[config.mk]
export PLATFORM = sky130hd
export DESIGN_NAME = waypoint_depth_heading_sequencer_core_flat
export DESIGN_NICKNAME = d
export VERILOG_FILES = /design/src/rtl/wdhs_pkg.sv /design/src/rtl/wdhs_ifs.sv /design/src/rtl/wdhs_cfg.sv /design/src/rtl/wdhs_mem.sv /design/src/rtl/wdhs_seq.sv /design/src/rtl/waypoint_depth_heading_sequencer_core.sv /design/src/flat_wrapper.sv
export SDC_FILE = /design/constraint.sdc
export NUM_CORES = 1
export LEC_CHECK = 0
export ABC_AREA = 0
export ABC_CLOCK_PERIOD_IN_PS = 6300
export BUFFER_PORTS_ARGS = -buffer_cell sky130_fd_sc_hd__buf_2
export CORE_ASPECT_RATIO = 1.5
export CORE_MARGIN = 5
export CORE_UTILIZATION = 56
export CTS_CLUSTER_SIZE = 14
export DETAILED_ROUTE_END_ITERATION = 10
export GPL_TIMING_DRIVEN = 0
export PLACE_DENSITY = 0.77
export SYNTH_ARGS = -nofsm -noshare
export SYNTH_HDL_FRONTEND = slang
export SYNTH_SLANG_ARGS = --single-unit
export TNS_END_PERCENT = 20
[constraint.sdc]
create_clock -name clk -period 6.3 [get_ports clk]
set_input_delay 0.945 -clock clk [delete_from_list [all_inputs] [get_ports clk]]
set_output_delay 0.945 -clock clk [all_outputs]
set_load 0.03 [all_outputs]
[src/rtl/wdhs_pkg.sv]
// Shared types, codes and constants of the waypoint depth/heading sequencer.
// No dependencies; every other file of the block imports this package.
package wdhs_pkg;

	// Default size of the waypoint table.
	localparam int MAX_WAYPOINTS_DEF = 16;

	// Field widths.
	localparam int OP_W      = 2;
	localparam int DEPTH_W   = 10;
	localparam int HDG_W     = 9;
	localparam int WPHDG_W   = 10;
	localparam int THRUST_W  = 8;
	localparam int RUN_W     = 8;
	localparam int TICK_W    = 10;
	localparam int TOL_W     = 8;
	localparam int SETTLE_W  = 16;
	localparam int SACC_W    = 17;
	localparam int DACC_W    = 20;
	localparam int RUNMS_W   = 18;
	localparam int HERR_W    = 8;
	localparam int PHASE_W   = 3;
	localparam int STATUS_W  = 2;
	localparam int OUTIDX_W  = 4;

	// Configuration port geometry.
	localparam int CFG_DATA_W = 32;
	localparam int CFG_ADDR_W = 4;

	// Opcodes of a request.
	localparam logic [OP_W-1:0] OP_APPEND = 2'd0;
	localparam logic [OP_W-1:0] OP_START  = 2'd1;
	localparam logic [OP_W-1:0] OP_TICK   = 2'd2;

	// Mission phases.
	localparam logic [PHASE_W-1:0] PH_IDLE   = 3'd0;
	localparam logic [PHASE_W-1:0] PH_SET    = 3'd1;
	localparam logic [PHASE_W-1:0] PH_SETTLE = 3'd2;
	localparam logic [PHASE_W-1:0] PH_DRIVE  = 3'd3;
	localparam logic [PHASE_W-1:0] PH_DONE   = 3'd4;

	// Status codes.
	localparam logic [STATUS_W-1:0] ST_OK    = 2'd0;
	localparam logic [STATUS_W-1:0] ST_EMPTY = 2'd1;
	localparam logic [STATUS_W-1:0] ST_FULL  = 2'd2;

	// Register indexes (word address on the configuration port).
	localparam logic [1:0] RI_TICK   = 2'd0;
	localparam logic [1:0] RI_DTOL   = 2'd1;
	localparam logic [1:0] RI_HTOL   = 2'd2;
	localparam logic [1:0] RI_SETTLE = 2'd3;

	// Register reset values.
	localparam logic [TICK_W-1:0]   TICK_RST   = 10'd100;
	localparam logic [TOL_W-1:0]    DTOL_RST   = 8'd5;
	localparam logic [TOL_W-1:0]    HTOL_RST   = 8'd5;
	localparam logic [SETTLE_W-1:0] SETTLE_RST = 16'd5000;

	// Arithmetic constants.
	localparam logic [HDG_W-1:0]   DEG_FULL = 9'd360;
	localparam logic [HDG_W-1:0]   DEG_HALF = 9'd180;
	localparam logic [RUNMS_W-1:0] MS_PER_S = 18'd1000;

	// One stored waypoint.
	typedef struct packed {
		logic [DEPTH_W-1:0]         depth;
		logic                       relative;
		logic signed [WPHDG_W-1:0]  heading;
		logic [THRUST_W-1:0]        thrust;
		logic [RUN_W-1:0]           run_s;
	} wp_t;

	// Configuration register set.
	typedef struct packed {
		logic [TICK_W-1:0]   tick_period_ms;
		logic [TOL_W-1:0]    depth_tolerance_cm;
		logic [TOL_W-1:0]    heading_tolerance_deg;
		logic [SETTLE_W-1:0] settle_time_ms;
	} cfg_t;

endpackage

[src/rtl/wdhs_ifs.sv]
// Request and result channel interfaces of the sequencer (valid/ready).
// Depends on wdhs_pkg for the field widths.
interface wdhs_req_if;
	import wdhs_pkg::*;

	logic                       valid;
	logic                       ready;
	logic [OP_W-1:0]            opcode;
	logic [DEPTH_W-1:0]         wp_depth_cm;
	logic                       wp_relative;
	logic signed [WPHDG_W-1:0]  wp_heading_deg;
	logic [THRUST_W-1:0]        wp_thrust;
	logic [RUN_W-1:0]           wp_run_s;
	logic [DEPTH_W-1:0]         meas_depth_cm;
	logic [HDG_W-1:0]           meas_yaw_deg;

	modport source (
		output valid, opcode, wp_depth_cm, wp_relative, wp_heading_deg,
		       wp_thrust, wp_run_s, meas_depth_cm, meas_yaw_deg,
		input  ready
	);
	modport sink (
		input  valid, opcode, wp_depth_cm, wp_relative, wp_heading_deg,
		       wp_thrust, wp_run_s, meas_depth_cm, meas_yaw_deg,
		output ready
	);
endinterface

interface wdhs_rsp_if;
	import wdhs_pkg::*;

	logic                  valid;
	logic                  ready;
	logic [THRUST_W-1:0]   thrust_out;
	logic                  hold_enable;
	logic [DEPTH_W-1:0]    target_depth_cm;
	logic [HDG_W-1:0]      target_heading_deg;
	logic [PHASE_W-1:0]    phase;
	logic [OUTIDX_W-1:0]   waypoint_index;
	logic [STATUS_W-1:0]   status;

	modport source (
		output valid, thrust_out, hold_enable, target_depth_cm,
		       target_heading_deg, phase, waypoint_index, status,
		input  ready
	);
	modport sink (
		input  valid, thrust_out, hold_enable, target_depth_cm,
		       target_heading_deg, phase, waypoint_index, status,
		output ready
	);
endinterface

[src/rtl/wdhs_cfg.sv]
// APB-style configuration registers of the sequencer.
// Depends on wdhs_pkg for the register set type, indexes and reset values.
module wdhs_cfg (
	input  logic                             clk,
	input  logic                             arst_n,
	input  logic                             psel,
	input  logic                             penable,
	input  logic                             pwrite,
	input  logic [wdhs_pkg::CFG_ADDR_W-1:0]  paddr,
	input  logic [wdhs_pkg::CFG_DATA_W-1:0]  pwdata,
	output logic [wdhs_pkg::CFG_DATA_W-1:0]  prdata,
	output logic                             pready,
	output wdhs_pkg::cfg_t                   cfg
);
	import wdhs_pkg::*;

	cfg_t cfg_q;
	logic wr_en;

	assign pready = 1'b1;
	assign wr_en  = psel && penable && pwrite;
	assign cfg    = cfg_q;

	// Register write in the access phase.
	always_ff @(posedge clk or negedge arst_n) begin
		if (!arst_n) begin
			cfg_q.tick_period_ms        <= TICK_RST;
			cfg_q.depth_tolerance_cm    <= DTOL_RST;
			cfg_q.heading_tolerance_deg <= HTOL_RST;
			cfg_q.settle_time_ms        <= SETTLE_RST;
		end else if (wr_en) begin
			unique case (paddr[CFG_ADDR_W-1:2])
				RI_TICK:   cfg_q.tick_period_ms        <= pwdata[TICK_W-1:0];
				RI_DTOL:   cfg_q.depth_tolerance_cm    <= pwdata[TOL_W-1:0];
				RI_HTOL:   cfg_q.heading_tolerance_deg <= pwdata[TOL_W-1:0];
				RI_SETTLE: cfg_q.settle_time_ms        <= pwdata[SETTLE_W-1:0];
				default: ;
			endcase
		end
	end

	// Read data mux.
	always_comb begin
		unique case (paddr[CFG_ADDR_W-1:2])
			RI_TICK:   prdata = CFG_DATA_W'(cfg_q.tick_period_ms);
			RI_DTOL:   prdata = CFG_DATA_W'(cfg_q.depth_tolerance_cm);
			RI_HTOL:   prdata = CFG_DATA_W'(cfg_q.heading_tolerance_deg);
			RI_SETTLE: prdata = CFG_DATA_W'(cfg_q.settle_time_ms);
			default:   prdata = '0;
		endcase
	end

endmodule

[src/rtl/wdhs_mem.sv]
// Waypoint table: one write port, one read port with registered read data.
// Depends on wdhs_pkg for the waypoint entry type.
module wdhs_mem #(
	parameter int DEPTH = wdhs_pkg::MAX_WAYPOINTS_DEF,
	localparam int IDX_W = (DEPTH > 1) ? $clog2(DEPTH) : 1
) (
	input  logic              clk,
	input  logic              wr_en,
	input  logic [IDX_W-1:0]  wr_addr,
	input  wdhs_pkg::wp_t     wr_data,
	input  logic [IDX_W-1:0]  rd_addr,
	output wdhs_pkg::wp_t     rd_data
);
	import wdhs_pkg::*;

	wp_t mem_q [DEPTH];
	wp_t rd_data_q;

	assign rd_data = rd_data_q;

	// Contents are undefined until written; no reset on the array.
	always_ff @(posedge clk) begin
		if (wr_en) begin
			mem_q[wr_addr] <= wr_data;
		end
		rd_data_q <= mem_q[rd_addr];
	end

endmodule

[src/rtl/wdhs_seq.sv]
// Mission sequencer: takes requests, reads the active waypoint from the table,
// updates the mission state and holds the result register.
// Depends on wdhs_pkg and the request/result interfaces.
module wdhs_seq #(
	parameter int MAX_WAYPOINTS = wdhs_pkg::MAX_WAYPOINTS_DEF,
	localparam int IDX_W = (MAX_WAYPOINTS > 1) ? $clog2(MAX_WAYPOINTS) : 1,
	localparam int CNT_W = $clog2(MAX_WAYPOINTS + 1)
) (
	input  logic              clk,
	input  logic              arst_n,
	input  wdhs_pkg::cfg_t    cfg,
	wdhs_req_if.sink          req,
	wdhs_rsp_if.source        rsp,
	output logic              mem_wr_en,
	output logic [IDX_W-1:0]  mem_wr_addr,
	output wdhs_pkg::wp_t     mem_wr_data,
	output logic [IDX_W-1:0]  mem_rd_addr,
	input  wdhs_pkg::wp_t     mem_rd_data
);
	import wdhs_pkg::*;

	typedef enum logic [2:0] {
		S_IDLE = 3'b001,
		S_READ = 3'b010,
		S_EXEC = 3'b100
	} seq_state_t;

	seq_state_t state_q, state_d;

	// Captured request.
	logic [OP_W-1:0]     op_q;
	wp_t                 item_q;
	logic [DEPTH_W-1:0]  meas_depth_q;
	logic [HDG_W-1:0]    meas_yaw_q;

	// Heading error, computed while the table read is in flight.
	logic [HERR_W-1:0]   herr_s1;

	// Mission state.
	logic [CNT_W-1:0]     count_q, count_d;
	logic [IDX_W-1:0]     idx_q, idx_d;
	logic [PHASE_W-1:0]   mphase_q, mphase_d;
	logic [HDG_W-1:0]     prev_hdg_q, prev_hdg_d;
	logic [HDG_W-1:0]     cur_hdg_q, cur_hdg_d;
	logic [SACC_W-1:0]    settle_q, settle_d;
	logic [DACC_W-1:0]    drive_q, drive_d;
	logic [THRUST_W-1:0]  thrust_q, thrust_d;
	logic                 hold_q, hold_d;
	logic [DEPTH_W-1:0]   depth_q, depth_d;
	logic [STATUS_W-1:0]  status_q, status_d;
	logic                 rsp_valid_q;

	// Datapath temporaries.
	logic                 exec_go;
	logic                 tick_act;
	logic                 do_write;
	logic [HDG_W-1:0]     yaw_w;
	logic [HDG_W-1:0]     hdiff;
	logic [10:0]          hsum;
	logic [10:0]          hsum_w;
	logic [DEPTH_W-1:0]   derr;
	logic                 in_tol;
	logic [SACC_W-1:0]    settle_sum;
	logic [DACC_W-1:0]    drive_sum;
	logic [RUNMS_W-1:0]   run_ms;

	// Requests are taken only while no item is in flight.
	assign req.ready = (state_q == S_IDLE);
	assign exec_go   = (state_q == S_EXEC) && (!rsp_valid_q || rsp.ready);

	// Table access: read the active waypoint, append at the fill count.
	assign mem_rd_addr = idx_q;
	assign mem_wr_addr = count_q[IDX_W-1:0];
	assign mem_wr_data = item_q;
	assign mem_wr_en   = exec_go && do_write;

	// Result fields show the mission state after the last item.
	assign rsp.valid              = rsp_valid_q;
	assign rsp.thrust_out         = thrust_q;
	assign rsp.hold_enable        = hold_q;
	assign rsp.target_depth_cm    = depth_q;
	assign rsp.target_heading_deg = cur_hdg_q;
	assign rsp.phase              = mphase_q;
	assign rsp.waypoint_index     = OUTIDX_W'(idx_q);
	assign rsp.status             = status_q;

	// Control sequence.
	always_comb begin
		state_d = state_q;
		unique case (state_q)
			S_IDLE: if (req.valid) begin
				state_d = S_READ;
			end
			S_READ: state_d = S_EXEC;
			S_EXEC: if (exec_go) begin
				state_d = S_IDLE;
			end
			default: state_d = S_IDLE;
		endcase
	end

	// Wrapped heading error, the shorter way round.
	always_comb begin
		yaw_w = (meas_yaw_q >= DEG_FULL) ? (meas_yaw_q - DEG_FULL) : meas_yaw_q;
		hdiff = (cur_hdg_q >= yaw_w) ? (cur_hdg_q - yaw_w) : (cur_hdg_q + DEG_FULL - yaw_w);
	end

	// Mission update for the captured item.
	always_comb begin
		count_d    = count_q;
		idx_d      = idx_q;
		mphase_d   = mphase_q;
		prev_hdg_d = prev_hdg_q;
		cur_hdg_d  = cur_hdg_q;
		settle_d   = settle_q;
		drive_d    = drive_q;
		thrust_d   = thrust_q;
		hold_d     = hold_q;
		depth_d    = depth_q;
		status_d   = ST_OK;
		do_write   = 1'b0;

		tick_act = ((mphase_q == PH_SET) || (mphase_q == PH_SETTLE) ||
		            (mphase_q == PH_DRIVE)) && (CNT_W'(idx_q) < count_q);

		// New target heading, absolute or relative, wrapped into 0..359.
		// The sum spans -512..870, so up to two turns are added or removed.
		hsum = {mem_rd_data.heading[WPHDG_W-1], mem_rd_data.heading} +
		       (mem_rd_data.relative ? {2'b00, prev_hdg_q} : 11'd0);
		if (hsum[10]) begin
			hsum_w = hsum + 11'(DEG_FULL);
			if (hsum_w[10]) begin
				hsum_w = hsum_w + 11'(DEG_FULL);
			end
		end else begin
			hsum_w = hsum;
			if (hsum_w >= 11'(DEG_FULL)) begin
				hsum_w = hsum_w - 11'(DEG_FULL);
			end
			if (hsum_w >= 11'(DEG_FULL)) begin
				hsum_w = hsum_w - 11'(DEG_FULL);
			end
		end

		// Settling test and accumulators.
		derr = (meas_depth_q > mem_rd_data.depth) ? (meas_depth_q - mem_rd_data.depth)
		                                          : (mem_rd_data.depth - meas_depth_q);
		in_tol = (derr <= DEPTH_W'(cfg.depth_tolerance_cm)) &&
		         (herr_s1 <= cfg.heading_tolerance_deg);
		settle_sum = in_tol ? (settle_q + SACC_W'(cfg.tick_period_ms)) : '0;
		drive_sum  = drive_q + DACC_W'(cfg.tick_period_ms);
		run_ms     = RUNMS_W'(mem_rd_data.run_s) * MS_PER_S;

		unique case (op_q)
			OP_APPEND: begin
				if (count_q < CNT_W'(MAX_WAYPOINTS)) begin
					do_write = 1'b1;
					count_d  = count_q + CNT_W'(1);
				end else begin
					status_d = ST_FULL;
				end
			end
			OP_START: begin
				if (count_q == '0) begin
					status_d = ST_EMPTY;
				end else begin
					idx_d    = '0;
					mphase_d = PH_SET;
					settle_d = '0;
					drive_d  = '0;
					thrust_d = '0;
				end
			end
			OP_TICK: begin
				if (tick_act) begin
					if (mphase_q == PH_SET) begin
						cur_hdg_d  = hsum_w[HDG_W-1:0];
						prev_hdg_d = hsum_w[HDG_W-1:0];
						thrust_d   = '0;
						hold_d     = 1'b1;
						depth_d    = mem_rd_data.depth;
						settle_d   = '0;
						mphase_d   = PH_SETTLE;
					end else if (mphase_q == PH_SETTLE) begin
						if (settle_sum >= SACC_W'(cfg.settle_time_ms)) begin
							settle_d = '0;
							drive_d  = '0;
							mphase_d = PH_DRIVE;
						end else begin
							settle_d = settle_sum;
						end
					end else begin
						thrust_d = mem_rd_data.thrust;
						if (drive_sum >= DACC_W'(run_ms)) begin
							drive_d = '0;
							if ((CNT_W'(idx_q) + CNT_W'(1)) < count_q) begin
								idx_d    = idx_q + IDX_W'(1);
								mphase_d = PH_SET;
							end else begin
								thrust_d = '0;
								mphase_d = PH_DONE;
							end
						end else begin
							drive_d = drive_sum;
						end
					end
				end
			end
			default: ;
		endcase
	end

	// Request capture and heading-error stage.
	always_ff @(posedge clk) begin
		if (req.valid && req.ready) begin
			op_q            <= req.opcode;
			item_q.depth    <= req.wp_depth_cm;
			item_q.relative <= req.wp_relative;
			item_q.heading  <= req.wp_heading_deg;
			item_q.thrust   <= req.wp_thrust;
			item_q.run_s    <= req.wp_run_s;
			meas_depth_q    <= req.meas_depth_cm;
			meas_yaw_q      <= req.meas_yaw_deg;
		end
		herr_s1 <= (hdiff > DEG_HALF) ? HERR_W'(DEG_FULL - hdiff) : HERR_W'(hdiff);
	end

	// Control and mission state.
	always_ff @(posedge clk or negedge arst_n) begin
		if (!arst_n) begin
			state_q     <= S_IDLE;
			count_q     <= '0;
			idx_q       <= '0;
			mphase_q    <= PH_IDLE;
			prev_hdg_q  <= '0;
			cur_hdg_q   <= '0;
			settle_q    <= '0;
			drive_q     <= '0;
			thrust_q    <= '0;
			hold_q      <= 1'b0;
			depth_q     <= '0;
			status_q    <= ST_OK;
			rsp_valid_q <= 1'b0;
		end else begin
			state_q <= state_d;
			if (exec_go) begin
				count_q    <= count_d;
				idx_q      <= idx_d;
				mphase_q   <= mphase_d;
				prev_hdg_q <= prev_hdg_d;
				cur_hdg_q  <= cur_hdg_d;
				settle_q   <= settle_d;
				drive_q    <= drive_d;
				thrust_q   <= thrust_d;
				hold_q     <= hold_d;
				depth_q    <= depth_d;
				status_q   <= status_d;
			end
			if (exec_go) begin
				rsp_valid_q <= 1'b1;
			end else if (rsp.ready) begin
				rsp_valid_q <= 1'b0;
			end
		end
	end

endmodule

[src/rtl/waypoint_depth_heading_sequencer_core.sv]
// Top level of the waypoint depth/heading cruise sequencer.
// Depends on wdhs_pkg, the channel interfaces, wdhs_cfg, wdhs_mem and wdhs_seq.
//
// Usage:
//   req carries one request per valid/ready transfer: append a waypoint,
//   start the mission, or a control tick with measured depth and yaw.
//   rsp returns exactly one result per request, showing the commanded
//   thrust, holds, target depth and heading, phase, active waypoint and
//   status after that request.
//   The APB-style port writes and reads the tick period, tolerances and
//   settle time; change them only while no request is in flight.
// Timing:
//   A request is taken when the sequencer is idle. The sequencer then reads
//   the active waypoint from the table (synchronous read with registered
//   data), then updates the mission and loads the result register, which
//   raises rsp.valid. No new request is taken until that update is done.
//   The table read and the read-modify-write of the mission state set this
//   order.
// Reset and stalls:
//   arst_n clears the mission state, fill count and registers to their
//   defaults; the table contents are undefined until written.
//   A request may be accepted while a result waits on rsp; its update then
//   waits until that result is taken, holding req.ready low meanwhile.
module waypoint_depth_heading_sequencer_core #(
	parameter int MAX_WAYPOINTS = wdhs_pkg::MAX_WAYPOINTS_DEF
) (
	input  logic                             clk,
	input  logic                             arst_n,
	input  logic                             psel,
	input  logic                             penable,
	input  logic                             pwrite,
	input  logic [wdhs_pkg::CFG_ADDR_W-1:0]  paddr,
	input  logic [wdhs_pkg::CFG_DATA_W-1:0]  pwdata,
	output logic [wdhs_pkg::CFG_DATA_W-1:0]  prdata,
	output logic                             pready,
	wdhs_req_if.sink                         req,
	wdhs_rsp_if.source                       rsp
);
	import wdhs_pkg::*;

	localparam int IDX_W = (MAX_WAYPOINTS > 1) ? $clog2(MAX_WAYPOINTS) : 1;

	cfg_t              cfg;
	logic              mem_wr_en;
	logic [IDX_W-1:0]  mem_wr_addr;
	wp_t               mem_wr_data;
	logic [IDX_W-1:0]  mem_rd_addr;
	wp_t               mem_rd_data;

	// Configuration registers.
	wdhs_cfg u_cfg (
		.clk     (clk),
		.arst_n  (arst_n),
		.psel    (psel),
		.penable (penable),
		.pwrite  (pwrite),
		.paddr   (paddr),
		.pwdata  (pwdata),
		.prdata  (prdata),
		.pready  (pready),
		.cfg     (cfg)
	);

	// Waypoint table.
	wdhs_mem #(
		.DEPTH (MAX_WAYPOINTS)
	) u_mem (
		.clk     (clk),
		.wr_en   (mem_wr_en),
		.wr_addr (mem_wr_addr),
		.wr_data (mem_wr_data),
		.rd_addr (mem_rd_addr),
		.rd_data (mem_rd_data)
	);

	// Mission sequencer.
	wdhs_seq #(
		.MAX_WAYPOINTS (MAX_WAYPOINTS)
	) u_seq (
		.clk         (clk),
		.arst_n      (arst_n),
		.cfg         (cfg),
		.req         (req),
		.rsp         (rsp),
		.mem_wr_en   (mem_wr_en),
		.mem_wr_addr (mem_wr_addr),
		.mem_wr_data (mem_wr_data),
		.mem_rd_addr (mem_rd_addr),
		.mem_rd_data (mem_rd_data)
	);

endmodule

[src/flat_wrapper.sv]
// flat-port wrapper written by rule: the top's interface ports become plain ports
module waypoint_depth_heading_sequencer_core_flat import wdhs_pkg::*;
#(
	parameter int MAX_WAYPOINTS = wdhs_pkg::MAX_WAYPOINTS_DEF
)
  (clk, arst_n, psel, penable, pwrite, paddr, pwdata, prdata, pready, req_valid, req_opcode, req_wp_depth_cm, req_wp_relative, req_wp_heading_deg, req_wp_thrust, req_wp_run_s, req_meas_depth_cm, req_meas_yaw_deg, req_ready, rsp_valid, rsp_thrust_out, rsp_hold_enable, rsp_target_depth_cm, rsp_target_heading_deg, rsp_phase, rsp_waypoint_index, rsp_status, rsp_ready);
  wdhs_req_if req_i ();
  wdhs_rsp_if rsp_i ();
  input  logic clk;
  input  logic arst_n;
  input  logic psel;
  input  logic penable;
  input  logic pwrite;
  input  logic [wdhs_pkg::CFG_ADDR_W-1:0] paddr;
  input  logic [wdhs_pkg::CFG_DATA_W-1:0] pwdata;
  output logic [wdhs_pkg::CFG_DATA_W-1:0] prdata;
  output logic pready;
  input wire logic [$bits(req_i.valid)-1:0] req_valid;
  input wire logic [$bits(req_i.opcode)-1:0] req_opcode;
  input wire logic [$bits(req_i.wp_depth_cm)-1:0] req_wp_depth_cm;
  input wire logic [$bits(req_i.wp_relative)-1:0] req_wp_relative;
  input wire logic [$bits(req_i.wp_heading_deg)-1:0] req_wp_heading_deg;
  input wire logic [$bits(req_i.wp_thrust)-1:0] req_wp_thrust;
  input wire logic [$bits(req_i.wp_run_s)-1:0] req_wp_run_s;
  input wire logic [$bits(req_i.meas_depth_cm)-1:0] req_meas_depth_cm;
  input wire logic [$bits(req_i.meas_yaw_deg)-1:0] req_meas_yaw_deg;
  output wire logic [$bits(req_i.ready)-1:0] req_ready;
  output wire logic [$bits(rsp_i.valid)-1:0] rsp_valid;
  output wire logic [$bits(rsp_i.thrust_out)-1:0] rsp_thrust_out;
  output wire logic [$bits(rsp_i.hold_enable)-1:0] rsp_hold_enable;
  output wire logic [$bits(rsp_i.target_depth_cm)-1:0] rsp_target_depth_cm;
  output wire logic [$bits(rsp_i.target_heading_deg)-1:0] rsp_target_heading_deg;
  output wire logic [$bits(rsp_i.phase)-1:0] rsp_phase;
  output wire logic [$bits(rsp_i.waypoint_index)-1:0] rsp_waypoint_index;
  output wire logic [$bits(rsp_i.status)-1:0] rsp_status;
  input wire logic [$bits(rsp_i.ready)-1:0] rsp_ready;
  assign req_i.valid = req_valid;
  assign req_i.opcode = req_opcode;
  assign req_i.wp_depth_cm = req_wp_depth_cm;
  assign req_i.wp_relative = req_wp_relative;
  assign req_i.wp_heading_deg = req_wp_heading_deg;
  assign req_i.wp_thrust = req_wp_thrust;
  assign req_i.wp_run_s = req_wp_run_s;
  assign req_i.meas_depth_cm = req_meas_depth_cm;
  assign req_i.meas_yaw_deg = req_meas_yaw_deg;
  assign req_ready = req_i.ready;
  assign rsp_valid = rsp_i.valid;
  assign rsp_thrust_out = rsp_i.thrust_out;
  assign rsp_hold_enable = rsp_i.hold_enable;
  assign rsp_target_depth_cm = rsp_i.target_depth_cm;
  assign rsp_target_heading_deg = rsp_i.target_heading_deg;
  assign rsp_phase = rsp_i.phase;
  assign rsp_waypoint_index = rsp_i.waypoint_index;
  assign rsp_status = rsp_i.status;
  assign rsp_i.ready = rsp_ready;
  waypoint_depth_heading_sequencer_core #(.MAX_WAYPOINTS(MAX_WAYPOINTS)) u_core (.clk(clk), .arst_n(arst_n), .psel(psel), .penable(penable), .pwrite(pwrite), .paddr(paddr), .pwdata(pwdata), .prdata(prdata), .pready(pready), .req(req_i), .rsp(rsp_i));
endmodule
==> impl_metrics.toml <==
[outcome]
status = "finished, violations left"
violations = "setup timing"

[timing]
setup-violations-final = 38
min_period_ns = 6.95
slew-limit-headroom = 0.192
final_hold_viol_count = 0
drv_slew = 0
worst_slew_pin_slew_ns = 1.21
fmax_mhz = 144
fin_ws_ns = -0.649
skew_ns = 0.0279
rsz0062_at_grt = "true"
final.period_utilization = 1.10

[pwr]
leakage_nw = 15.7
peakVddDrop_uv = 226
power_density_nw_per_um2 = 299
power_mw = 12.8

[clock_network]
insertion_delay_ns = 0.64
cts_root_buf = "clkbuf_16"
cts_tree = "built"
clk_pin_slew_ns = 0.07
cts_buffers = 76
clock_path_buffers = 3
ctsHoldBuffers = 0
clock-sinks = 820
htreeDepth = 3

[routing]
drt-initial-drc-count = 2027
drt_wl_total_um = 94700
via_per_inst = 6.23
ant_nets = 0
dr_total_vias = 22300
first_pass_iters = 5
wl_per_cell_um = 26.5
drc = 0

[die]
die_x_um = 221
die_height_um = 326
dieArea_sq_um = 72000
start_util = 0.561
core_sq_um = 66500
row_count = 116
top_level_ports = 173

[worst_setup_path]
worst-path-buf-inv = 4
max_stage_delay_ns = 0.57
rr_startpoint = "u_core.u_seq.meas_depth_q[0]"
rr_worst_depth = 30
criticalPathCategory = "flip-flop to flip-flop"
critPathLaunchType = "flip-flop"
worstPathRequired_ns = 6.84
r2r-end = "u_core.u_seq.settle_q[15]"
crit_cells = 30
cpMostUsedCell = "o31a_1"
worst_setup_path_end_kind = "flip-flop"
reg2reg_slack_ns = -0.65
critPathSlowestCell = "or4b_4"
critPathMaxFanout = 6
cp.arrival_ns = 7.49
crit_family = "compound AO/OA/AOI/OAI gates"

[cells_and_area]
drive_gt1_frac = 0.238
final_cell_mix = "650 x edfxtp_1, 193 x mux4_2, 172 x ha_1"
fin_util = 0.643
fin_nets = 2943
area_growth_pct = 14.6
instances_no_fill = 3576
final_common_cell = "edfxtp_1"

[grt]
grt_antenna_before_repair = 3
gr-usage-met1 = 0.312
use_met2 = 0.481
grtUsageMet3 = 0.0440
grt_pass1_vias = 23700
grt_pass1_wl_um = 143000
overflow = 0
top_usage_layer = "met2"
track_usage = 0.266
grt_max_degree = 93

[place]
place_congestion = 0.891
io_buffers = 137
placedCellCount = 3410
place_hpwl_um = 60900

[synthesis]
syn_inst = 2348
ys_ff_latch = 820
ys_types = 91
synth-edff-count = 650
yosys_warnings = 0
synth.cell_area_sq_um = 37300
yosysSeqAreaShare = 0.632
async_flop_share = 0.152
syn_area_per_cell_sq_um = 15.9
synth_ff_type = "edfxtp_1"

[hold_path]
min_path_type = "input port to asynchronous set/reset pin"

[job]
maxCapViolations = 0
==> layer usage <==
metal,wire [um],vias to the layer above
met5,34,-
met4,4610,4
met3,6970,265
met2,50500,1128
met1,32500,11300
li1,-,9578
==> cell type report <==
cell class | instances | area [sq um]
buffer | 89 | 477
antenna | 1 | 2.50
sequential | 820 | 23600
multi-input combinational | 1310 | 13200
inverter | 142 | 533
clock inverter | 31 | 322
timing repair buffer | 195 | 1550
tap | 885 | 1110
clock buffer | 103 | 2040
fill | 4611 | 23700
==> worst max path at each step <==
stage,startpoint,to,slack [ns]
final,u_core.u_seq.meas_depth_q[0],u_core.u_seq.settle_q[15],-0.65
after global routing,u_core.u_seq.meas_depth_q[0],u_core.u_seq.settle_q[13],-0.95
after CTS,u_core.u_seq.meas_depth_q[0],u_core.u_seq.settle_q[13],-0.54
after detailed placement,u_core.u_seq.meas_depth_q[0],u_core.u_seq.settle_q[13],-1.12
after global placement,u_core.u_seq.meas_depth_q[0],u_core.u_seq.settle_q[15],-1.05
after floorplan,u_core.u_seq.meas_depth_q[0],u_core.u_seq.settle_q[11],0.005
==> cell usage after synthesis, types with 13 or more instances <==
cell type	n	area [sq um]
buf_1	17	63.8
inv_1	141	529
edfxtp_1	650	19500
ha_1	175	2190
a22o_1	29	254
o21ai_0	102	510
nand3_1	22	110
clkbuf_1	46	173
dfstp_2	13	342
dfrtp_1	112	2800
a21o_1	27	203
xor2_1	32	280
and2_1	19	119
mux4_2	193	4350
a21oi_1	80	400
nor2_1	101	379
mux2_2	28	315
nand2_1	122	458
nand2b_1	22	138
nor3_1	23	115
o21a_1	17	128
xnor2_1	57	499
dfxtp_1	45	901
fa_1	33	661
nor2b_1	23	144
buf_4	19	143
==> repair_timing <==
item,CTS,global route
setup endpoints to repair,51,51
pin swaps,15,23
resized for setup,55,21
setup buffers,23,8
gates cloned,2,0
==> worst reg2reg max path: cells and delay by family, from the launching register on <==
| kind | cells | cell delay [ns] |
|---|---|---|
| buffers and inverters | 4 | 0.49 |
| flip-flops | 1 | 0.41 |
| adder cells (fa/ha/maj) | 4 | 1.03 |
| AND/OR/NAND/NOR | 5 | 1.16 |
| AO/OA/AOI/OAI | 15 | 3.35 |
| XOR/XNOR | 1 | 0.18 |
| multiplexers | 1 | 0.21 |
==> where the power goes <==
group / leakage (nW) / switching (mW) / internal (mW)
combinational: 6.72 / 1.00 / 0.722
clock: 1.13 / 2.02 / 2.43
sequential: 7.85 / 0.338 / 6.28
total: 15.7 / 3.36 / 9.43
==> cells by family after synthesis <==
family | after synthesis | synth area share
xor gates and xnor gates | 89 | 0.0209
adders and majority gates | 208 | 0.0764
and+or+nand+nor | 396 | 0.0516
buffers and inverters | 233 | 0.0258
DFF | 820 | 0.632
muxes | 231 | 0.128
AOI/OAI and AO/OA | 369 | 0.0658
other | 2 | 0.000201
==> per-stage QoR <==
| stage | area (sq um) | setup TNS (ns) | setup WS (ns) | hold slack, ns |
|---|---|---|---|---|
| after floorplan | 37400 | 0 | 0.00507 | 0.427 |
| after global placement | 39200 | -194.42 | -1.05 | 0.441 |
| after CTS | 42600 | -8.20 | -0.536 | 0.178 |
| final | 42800 | -14.00 | -0.649 | 0.201 |
| after detailed placement | 39900 | -43.31 | -1.12 | 0.443 |
| after global routing | 42800 | -28.53 | -0.945 | 0.206 |
==> flip-flops by register name (all words and copies together) (netlist names), 2 cells and up <==
signal	cells
u_core.u_seq.rsp.phase	3
u_core.u_seq.rsp.status	2
u_core.u_seq.herr_s1	8
u_core.u_seq.count_q	5
u_core.u_seq.settle_q	17
u_core.u_seq.mem_wr_data	37
u_core.u_seq.rsp.thrust_out	8
u_core.u_mem.mem_q	592
u_core.u_seq.meas_yaw_q	9
u_core.u_seq.meas_depth_q	10
u_core.u_seq.op_q	2
u_core.u_cfg.cfg	42
u_core.u_seq.drive_q	20
u_core.u_mem.rd_data	37
u_core.u_seq.rsp.target_heading_deg	9
u_core.u_seq.rsp.target_depth_cm	10
u_core.u_seq.state_q	3
u_core.u_seq.mem_rd_addr	4
Power figures use the tool's default switching activity.
